===== config.mk =====
export PLATFORM = sky130hd
export DESIGN_NAME = openpgp_packet_deframer
export DESIGN_NICKNAME = d
export VERILOG_FILES = /design/src/rtl/core/opd_pkg.sv /design/src/rtl/core/openpgp_packet_deframer.sv
export SDC_FILE = /design/constraint.sdc
export NUM_CORES = 1
export LEC_CHECK = 0
export ABC_AREA = 1
export BUFFER_PORTS_ARGS = -buffer_cell sky130_fd_sc_hd__buf_2
export CORE_ASPECT_RATIO = 1.25
export CORE_MARGIN = 1.5
export CORE_UTILIZATION = 30
export DETAILED_ROUTE_END_ITERATION = 12
export MAX_ROUTING_LAYER = met4
export PLACE_DENSITY_LB_ADDON = 0.25
export SLEW_MARGIN = 15
export SYNTH_ARGS = -nofsm -noshare
export SYNTH_HDL_FRONTEND = slang
export SYNTH_SLANG_ARGS = --single-unit

===== constraint.sdc =====
create_clock -name clk -period 5.2 [get_ports clk]
set_input_delay 0 -clock clk [delete_from_list [all_inputs] [get_ports clk]]
set_output_delay 0 -clock clk [all_outputs]
set_load 0.01 [all_outputs]

===== src/rtl/core/opd_pkg.sv =====
// Shared types and codes for the OpenPGP packet deframer.
package opd_pkg;

    typedef enum logic [2:0] {
        PH_TAG       = 3'd0,
        PH_OLD_LEN   = 3'd1,
        PH_NEW_FIRST = 3'd2,
        PH_NEW_MORE  = 3'd3,
        PH_BODY      = 3'd4,
        PH_INDET     = 3'd5
    } phase_t;

    typedef logic [1:0] role_t;
    localparam role_t ROLE_TAG    = 2'd0;
    localparam role_t ROLE_LENGTH = 2'd1;
    localparam role_t ROLE_BODY   = 2'd2;
    localparam role_t ROLE_REJECT = 2'd3;

    typedef logic [2:0] len_kind_t;
    localparam len_kind_t LK_ONE     = 3'd0;
    localparam len_kind_t LK_TWO     = 3'd1;
    localparam len_kind_t LK_FOUR    = 3'd2;
    localparam len_kind_t LK_FIVE    = 3'd3;
    localparam len_kind_t LK_PARTIAL = 3'd4;
    localparam len_kind_t LK_INDET   = 3'd5;

    typedef logic [2:0] seg_event_t;
    localparam seg_event_t EV_NONE   = 3'd0;
    localparam seg_event_t EV_WHOLE  = 3'd1;
    localparam seg_event_t EV_FIRST  = 3'd2;
    localparam seg_event_t EV_MIDDLE = 3'd3;
    localparam seg_event_t EV_FINAL  = 3'd4;

    typedef logic [1:0] err_t;
    localparam err_t ERR_NONE    = 2'd0;
    localparam err_t ERR_BAD_TAG = 2'd1;
    localparam err_t ERR_EARLY   = 2'd2;

    localparam logic [15:0] CHUNK_RESET  = 16'd8192;
    localparam logic [7:0]  TWO_OCT_LOW  = 8'hc0;
    localparam logic [7:0]  PARTIAL_LOW  = 8'he0;
    localparam logic [7:0]  FIVE_OCT_TAG = 8'hff;
    localparam logic [31:0] TWO_OCT_BIAS = 32'd192;

endpackage


===== src/rtl/core/openpgp_packet_deframer.sv =====
// OpenPGP packet deframer: tags each stream byte as tag, length octet, body or rejected.
// A result is loaded into the output register on the clock edge that accepts its byte.
// Throughput: one byte per cycle; the only stage is the result register, and a new byte
// is taken whenever that register is empty or is being emptied in the same cycle.
// Reset (rst_n low, asynchronous) returns the parser to expecting a tag, clears the
// sticky error and the output valid, and sets the chunk size register to 8192.
module openpgp_packet_deframer (
    input  logic        clk,
    input  logic        rst_n,

    input  logic        cfg_valid,
    output logic        cfg_ready,
    input  logic [15:0] indeterminate_chunk,

    input  logic        in_valid,
    output logic        in_ready,
    input  logic [7:0]  data_byte,
    input  logic        end_of_stream,

    output logic        out_valid,
    input  logic        out_ready,
    output opd_pkg::role_t      byte_role,
    output logic [7:0]          data_out,
    output logic [5:0]          packet_kind,
    output logic                new_format,
    output opd_pkg::len_kind_t  length_kind,
    output logic                length_ready,
    output logic [31:0]         segment_length,
    output opd_pkg::seg_event_t segment_event,
    output opd_pkg::err_t       error_code
);
    import opd_pkg::*;

    // Configuration: the chunk size used to cut indeterminate-length bodies, always writable.
    // The user must send writes only while the block is idle; the block does not enforce it.
    logic [15:0] chunk_reg;
    logic [15:0] chunk_size;

    // Parser state, updated once per accepted byte.
    phase_t      phase_reg,        phase_next;
    logic [5:0]  type_reg,         type_next;
    logic        format_reg,       format_next;
    len_kind_t   kind_reg,         kind_next;
    logic [31:0] acc_reg,          acc_next;
    logic [2:0]  octets_left_reg,  octets_left_next;
    logic [31:0] remaining_reg,    remaining_next;
    logic        started_reg,      started_next;
    logic        partial_reg,      partial_next;
    err_t        sticky_error_reg, sticky_error_next;

    // Result register; the payload carries no reset, only the valid flag does.
    logic        out_valid_reg;
    role_t       role_reg;
    logic [7:0]  data_reg;
    logic [5:0]  kind_out_reg;
    logic        format_out_reg;
    len_kind_t   lkind_out_reg;
    logic        ready_out_reg;
    logic [31:0] seglen_out_reg;
    seg_event_t  event_out_reg;
    err_t        error_out_reg;

    // Values computed for the byte at the input.
    role_t       role_next;
    logic        ready_next;
    logic [31:0] seglen_next;
    seg_event_t  event_next;

    logic        accept;

    assign cfg_ready  = 1'b1;
    assign chunk_size = (chunk_reg == 16'd0) ? 16'd1 : chunk_reg;

    assign in_ready = !out_valid_reg || out_ready;
    assign accept   = in_valid && in_ready;

    // The whole per-byte decision. A completed length and the end of a counted
    // segment are flagged inside the case and resolved afterwards, so that both
    // see the updated partial flag just as the header rules require.
    always_comb
    begin
        logic        len_done;
        logic [31:0] len_val;
        logic        seg_end;
        logic [31:0] acc_inc;

        len_done = 1'b0;
        len_val  = 32'd0;
        seg_end  = 1'b0;
        acc_inc  = acc_reg + 32'd1;

        phase_next        = phase_reg;
        type_next         = type_reg;
        format_next       = format_reg;
        kind_next         = kind_reg;
        acc_next          = acc_reg;
        octets_left_next  = octets_left_reg;
        remaining_next    = remaining_reg;
        started_next      = started_reg;
        partial_next      = partial_reg;
        sticky_error_next = sticky_error_reg;

        role_next   = ROLE_TAG;
        ready_next  = 1'b0;
        seglen_next = 32'd0;
        event_next  = EV_NONE;

        // A byte without bit 7 where a tag belongs poisons the stream.
        if (sticky_error_reg == ERR_NONE && phase_reg == PH_TAG && !data_byte[7])
        begin
            sticky_error_next = ERR_BAD_TAG;
        end

        if (sticky_error_next != ERR_NONE)
        begin
            // Rejected byte: only the data and the error code carry information.
            role_next = ROLE_REJECT;
        end
        else
        begin
            case (phase_reg)
                PH_OLD_LEN, PH_NEW_MORE:
                begin
                    role_next = ROLE_LENGTH;
                    if (phase_reg == PH_NEW_MORE && kind_reg == LK_TWO)
                    begin
                        acc_next         = acc_reg + {24'd0, data_byte} + TWO_OCT_BIAS;
                        octets_left_next = 3'd0;
                    end
                    else
                    begin
                        acc_next         = {acc_reg[23:0], data_byte};
                        octets_left_next = octets_left_reg - 3'd1;
                    end
                    if (octets_left_next == 3'd0)
                    begin
                        ready_next  = 1'b1;
                        seglen_next = acc_next;
                        len_done    = 1'b1;
                        len_val     = acc_next;
                    end
                end
                PH_NEW_FIRST:
                begin
                    role_next = ROLE_LENGTH;
                    if (data_byte < TWO_OCT_LOW)
                    begin
                        kind_next    = LK_ONE;
                        partial_next = 1'b0;
                        ready_next   = 1'b1;
                        seglen_next  = {24'd0, data_byte};
                        len_done     = 1'b1;
                        len_val      = {24'd0, data_byte};
                    end
                    else if (data_byte < PARTIAL_LOW)
                    begin
                        kind_next        = LK_TWO;
                        partial_next     = 1'b0;
                        acc_next         = {19'd0, data_byte[4:0] , 8'd0};
                        octets_left_next = 3'd1;
                        phase_next       = PH_NEW_MORE;
                    end
                    else if (data_byte != FIVE_OCT_TAG)
                    begin
                        kind_next    = LK_PARTIAL;
                        partial_next = 1'b1;
                        ready_next   = 1'b1;
                        seglen_next  = 32'd1 << data_byte[4:0];
                        len_done     = 1'b1;
                        len_val      = 32'd1 << data_byte[4:0];
                    end
                    else
                    begin
                        kind_next        = LK_FIVE;
                        partial_next     = 1'b0;
                        acc_next         = 32'd0;
                        octets_left_next = 3'd4;
                        phase_next       = PH_NEW_MORE;
                    end
                end
                PH_BODY:
                begin
                    role_next      = ROLE_BODY;
                    seglen_next    = acc_reg;
                    remaining_next = remaining_reg - 32'd1;
                    seg_end        = (remaining_next == 32'd0);
                end
                PH_INDET:
                begin
                    role_next   = ROLE_BODY;
                    acc_next    = acc_inc;
                    seglen_next = {16'd0, chunk_size};
                    if (end_of_stream)
                    begin
                        event_next  = started_reg ? EV_FINAL : EV_WHOLE;
                        seglen_next = acc_inc;
                        phase_next  = PH_TAG;
                    end
                    else if (acc_inc >= {16'd0, chunk_size})
                    begin
                        event_next   = started_reg ? EV_MIDDLE : EV_FIRST;
                        started_next = 1'b1;
                        acc_next     = 32'd0;
                    end
                end
                default:
                begin
                    // Tag byte: start a fresh packet.
                    role_next      = ROLE_TAG;
                    started_next   = 1'b0;
                    partial_next   = 1'b0;
                    acc_next       = 32'd0;
                    remaining_next = 32'd0;
                    if (data_byte[6])
                    begin
                        format_next = 1'b1;
                        type_next   = data_byte[5:0];
                        kind_next   = LK_ONE;
                        phase_next  = PH_NEW_FIRST;
                    end
                    else
                    begin
                        format_next = 1'b0;
                        type_next   = {2'd0, data_byte[5:2]};
                        case (data_byte[1:0])
                            2'd0:
                            begin
                                kind_next        = LK_ONE;
                                octets_left_next = 3'd1;
                                phase_next       = PH_OLD_LEN;
                            end
                            2'd1:
                            begin
                                kind_next        = LK_TWO;
                                octets_left_next = 3'd2;
                                phase_next       = PH_OLD_LEN;
                            end
                            2'd2:
                            begin
                                kind_next        = LK_FOUR;
                                octets_left_next = 3'd4;
                                phase_next       = PH_OLD_LEN;
                            end
                            default:
                            begin
                                // Indeterminate body, cut into chunks until end of stream.
                                kind_next    = LK_INDET;
                                partial_next = 1'b1;
                                ready_next   = 1'b1;
                                seglen_next  = {16'd0, chunk_size};
                                phase_next   = PH_INDET;
                                if (end_of_stream)
                                begin
                                    event_next  = EV_WHOLE;
                                    seglen_next = 32'd0;
                                    phase_next  = PH_TAG;
                                end
                            end
                        endcase
                    end
                end
            endcase

            if (len_done)
            begin
                acc_next         = len_val;
                remaining_next   = len_val;
                octets_left_next = 3'd0;
                if (len_val == 32'd0)
                begin
                    seg_end = 1'b1;
                end
                else
                begin
                    phase_next = PH_BODY;
                end
            end

            // A counted segment ended: report which part it was.
            if (seg_end)
            begin
                if (!started_next)
                begin
                    event_next = partial_next ? EV_FIRST : EV_WHOLE;
                end
                else
                begin
                    event_next = partial_next ? EV_MIDDLE : EV_FINAL;
                end
                started_next = 1'b1;
                phase_next   = partial_next ? PH_NEW_FIRST : PH_TAG;
            end

            // The stream stopped with a packet still open.
            if (end_of_stream && phase_next != PH_TAG)
            begin
                sticky_error_next = ERR_EARLY;
            end
        end
    end

    always_ff @(posedge clk or negedge rst_n)
    begin
        if (!rst_n)
        begin
            chunk_reg <= CHUNK_RESET;
        end
        else if (cfg_valid && cfg_ready)
        begin
            chunk_reg <= indeterminate_chunk;
        end
    end

    always_ff @(posedge clk or negedge rst_n)
    begin
        if (!rst_n)
        begin
            phase_reg        <= PH_TAG;
            type_reg         <= 6'd0;
            format_reg       <= 1'b0;
            kind_reg         <= LK_ONE;
            acc_reg          <= 32'd0;
            octets_left_reg  <= 3'd0;
            remaining_reg    <= 32'd0;
            started_reg      <= 1'b0;
            partial_reg      <= 1'b0;
            sticky_error_reg <= ERR_NONE;
        end
        else if (accept)
        begin
            phase_reg        <= phase_next;
            type_reg         <= type_next;
            format_reg       <= format_next;
            kind_reg         <= kind_next;
            acc_reg          <= acc_next;
            octets_left_reg  <= octets_left_next;
            remaining_reg    <= remaining_next;
            started_reg      <= started_next;
            partial_reg      <= partial_next;
            sticky_error_reg <= sticky_error_next;
        end
    end

    always_ff @(posedge clk or negedge rst_n)
    begin
        if (!rst_n)
        begin
            out_valid_reg <= 1'b0;
        end
        else if (accept)
        begin
            out_valid_reg <= 1'b1;
        end
        else if (out_ready)
        begin
            out_valid_reg <= 1'b0;
        end
    end

    // A rejected byte reports zeros in every field except the role, the data and the error.
    always_ff @(posedge clk)
    begin
        if (accept)
        begin
            role_reg       <= role_next;
            data_reg       <= data_byte;
            error_out_reg  <= sticky_error_next;
            if (role_next == ROLE_REJECT)
            begin
                kind_out_reg   <= 6'd0;
                format_out_reg <= 1'b0;
                lkind_out_reg  <= LK_ONE;
                ready_out_reg  <= 1'b0;
                seglen_out_reg <= 32'd0;
                event_out_reg  <= EV_NONE;
            end
            else
            begin
                kind_out_reg   <= type_next;
                format_out_reg <= format_next;
                lkind_out_reg  <= kind_next;
                ready_out_reg  <= ready_next;
                seglen_out_reg <= seglen_next;
                event_out_reg  <= event_next;
            end
        end
    end

    assign out_valid      = out_valid_reg;
    assign byte_role      = role_reg;
    assign data_out       = data_reg;
    assign packet_kind    = kind_out_reg;
    assign new_format     = format_out_reg;
    assign length_kind    = lkind_out_reg;
    assign length_ready   = ready_out_reg;
    assign segment_length = seglen_out_reg;
    assign segment_event  = event_out_reg;
    assign error_code     = error_out_reg;

    // Once an error is recorded it never changes until reset.
    a_error_sticky: assert property (@(posedge clk) disable iff (!rst_n)
        sticky_error_reg != ERR_NONE |=> sticky_error_reg == $past(sticky_error_reg))
        else $error("sticky error changed");

    // While old-format length octets are pending, the count is never zero.
    a_octets_pending: assert property (@(posedge clk) disable iff (!rst_n)
        phase_reg == PH_OLD_LEN |-> octets_left_reg != 3'd0)
        else $error("old-format length phase with no octets left");

    // A rejected byte always carries an error code, and any error but an early end always rejects.
    a_reject_has_error: assert property (@(posedge clk) disable iff (!rst_n)
        out_valid_reg |-> ((role_reg == ROLE_REJECT) == (error_out_reg != ERR_NONE)
                           || error_out_reg == ERR_EARLY))
        else $error("rejected role and error code disagree");

    // A length is only ever completed by a tag or a length octet.
    a_ready_role: assert property (@(posedge clk) disable iff (!rst_n)
        out_valid_reg && ready_out_reg |-> role_reg == ROLE_TAG || role_reg == ROLE_LENGTH)
        else $error("length completed on a body byte");

    // Body phases are only entered after the byte that closed a header.
    a_body_entry: assert property (@(posedge clk) disable iff (!rst_n)
        $rose(phase_reg == PH_BODY) |-> $past(accept)
                                        && ($past(role_next) == ROLE_LENGTH))
        else $error("body phase entered without a length octet");

endmodule


==> results_dict.tcl <==
set metrics [dict create \
    status "finished clean" \
    die_w_um 183 \
    async_reset_ff_share_pct 63.5 \
    power_mw 2.99 \
    hold_viol 0 \
    grtUsageMet3_pct 3.49 \
    rows 82 \
    endpoint_kind "register" \
    start_kind "register" \
    cts_made_buffers 17 \
    period_minus_slack_ns 4.26 \
    wl_per_cell_um 21.0 \
    drt-total-wl_mm 50.0 \
    syn_nets 1822 \
    start_util_pct 30.3 \
    drive_gt1_share_pct 11.5 \
    seq_area_frac_synth_pct 35.3 \
    dp_hpwl_mm 38.5 \
    synth_area_mm2 0.0121 \
    clock_skew_ns 0.0126 \
    p_leak_nw 7.06 \
    place_area_mm2 0.0131 \
    vias_per_cell 5.30 \
    htreeDepth 4 \
    synthTopCellsByCount "nand2_1 (419), inv_1 (229), nor2_1 (200)" \
    clock_latency_ns 0.46 \
    grt_overflow 0 \
    cts_resized 0 \
    p_per_area_mw_per_mm2 213 \
    cts.clk_slew.worst_paths_ns 0.08 \
    ys_ff_latch 159 \
    gp_congestion 1.01 \
    use_met1_pct 29.2 \
    avgSynthCellArea_um2 6.92 \
    worstHoldPathType "input port to register" \
    grt_util_met2_pct 41.9 \
    rsz0062_at_grt "false" \
    ir_drop_mv 0.210 \
    fin_crit_sh_pct 81.9 \
    io_pins 91 \
    synth.area.top_cells "dfrtp_1 (21%), edfxtp_1 (14%), nand2_1 (13%), inv_1 (7.1%), nand3_1 (6.9%)" \
    ant_nets 0 \
    coreArea_mm2 0.0399 \
    final_cell_area_mm2 0.0140 \
    ys_dominant_reg_cell "dfrtp_1" \
    synth_edf_count 58 \
    cts-root-buf "clkbuf_16" \
    clock.fmax_mhz 235 \
    setup_viol 0 \
    tritoncts "yes" \
    worst_pin_slew_ns 0.923 \
    maxSlewViolCount 0 \
    relSlewSlack_pct 38.4 \
    io_buffers 89 \
    first_iter_violations 1159 \
    synth_top_area_cell "dfrtp_1" \
    ys_types 57 \
    arrival_ns 4.44 \
    grt_pass1_wl_mm 75.4 \
    die_area_mm2 0.0415 \
    synth_warnings 0 \
    drv_cap 0 \
    synth_most_common_cell "nand2_1" \
    die_h_um 227 \
    reg2reg_slack_ns 0.94 \
    finalSetupTns_ns 0 \
    first_pass_iters 6 \
    grt_max_degree 56 \
    area_delta_synth_final_pct 16.1 \
    grt_antenna_before_repair 1 \
    top_usage_layer "met2" \
    grt_pass1_vias 12200 \
    synthCells 1748 \
    synthDominantCellAreaShare_pct 20.7 \
    fin_nets 1933 \
    vias 12600 \
    clock_sinks 159 \
    critPathMaxFanout 5 \
    cts_buffer_depth 2 \
    track_usage_pct 25.3 \
    critPathKind "register to register" \
    critPathRequiredTime_ns 5.39 \
    drc 0 \
]
worst max-delay path, stage by stage, from the launching register on:
cell and delay [ns]:
dfrtp_1 0.47, inv_1 0.15, nor3_1 0.30, nand2_1 0.23, nor2_2 0.21, inv_1 0.08
nand2_1 0.14, inv_1 0.08, ha_1 0.30, nand2_1 0.07, nor2_1 0.04, a211oi_1 0.15
o21ai_0 0.23, nand2_1 0.11, nand2_1 0.13, nand2_1 0.12, nand4_1 0.10, nor2_1 0.15
nand3_2 0.15, nand3_1 0.14, nand2_1 0.07, nand2_1 0.08, inv_1 0.05, ha_1 0.26
nand2_1 0.07, a41oi_1 0.09
area by class of cell:
class / count / area (µm²)
well taps: 504 / 631
clock buffers: 18 / 429
repair buffers: 147 / 958
flip-flops and latches: 159 / 4270
multi-input cells: 1289 / 6650
diodes: 1 / 2.50
inverters: 245 / 922
clock inverters: 14 / 178
fillers: 4251 / 25900
final timing paths:
kind / cells past startpoint / end / start
hold / removal: 3 / chunk_reg[2]$_DFFE_PN0P_ / cfg_valid
min in group asynchronous: 2 / remaining_reg[24]$_DFFE_PN0P_ / rst_n
max in group asynchronous: 3 / chunk_reg[15]$_DFFE_PN0P_ / rst_n
setup / recovery: 25 / segment_event[0]$_SDFFCE_PP0P_ / acc_reg[3]$_DFFE_PN0P_
hold reg to reg: 2 / type_reg[4]$_DFFE_PN0P_ / type_reg[4]$_DFFE_PN0P_
setup reg to reg: 25 / segment_event[0]$_SDFFCE_PP0P_ / acc_reg[3]$_DFFE_PN0P_
cells by family after synthesis:
kind of cell,share of synthesized area (%)
AOI/OAI and AO/OA,14.2
xor gates and xnor gates,3.91
adders and majority gates,4.62
buffers and inverters,9.69
DFF,35.3
muxes,0.0931
other,0.0310
and+or+nand+nor,32.2
layout by cell type, fill, tap and decap left out, drive strengths merged, types with 38 or more instances in the layout:
| master | instances |
|---|---|
| o22ai | 38 |
| ha | 43 |
| nand2 | 427 |
| dfrtp | 100 |
| a21oi | 56 |
| nand3 | 171 |
| edfxtp | 58 |
| o21ai | 152 |
| xor2 | 44 |
| inv | 248 |
| buf | 117 |
| nor2 | 212 |
per-stage QoR:
step	cells	utilization, %	setup slack, ns	hold slack (ns)
2_1_floorplan	1748	-	1.98	-0.296
3_3_place_gp	2314	32.9	1.10	0.137
3_5_place_dp	2314	32.9	1.05	0.130
4_1_cts	2376	35.2	0.988	0.00110
5_1_grt	2377	35.2	0.507	0.0511
6_report	2377	35.2	0.941	0.00434
layer usage:
layer / vias to the layer above / wire length, µm
li1: 5996 / -
met1: 5972 / 20100
met2: 496 / 24000
met3: 136 / 2700
met4: 0 / 3160
met5: - / 0
power breakdown:
group	switching, mW	total (mW)	internal (mW)
Sequential	0.0129	1.35	1.34
Clock	0.629	1.36	0.729
Combinational	0.191	0.278	0.0862
repair_timing:
action,in CTS,in global routing
hold endpoints to repair,76,0
hold buffers,30,0
setup buffers,0,0
No activity file was read; power rests on OpenSTA's default activity.
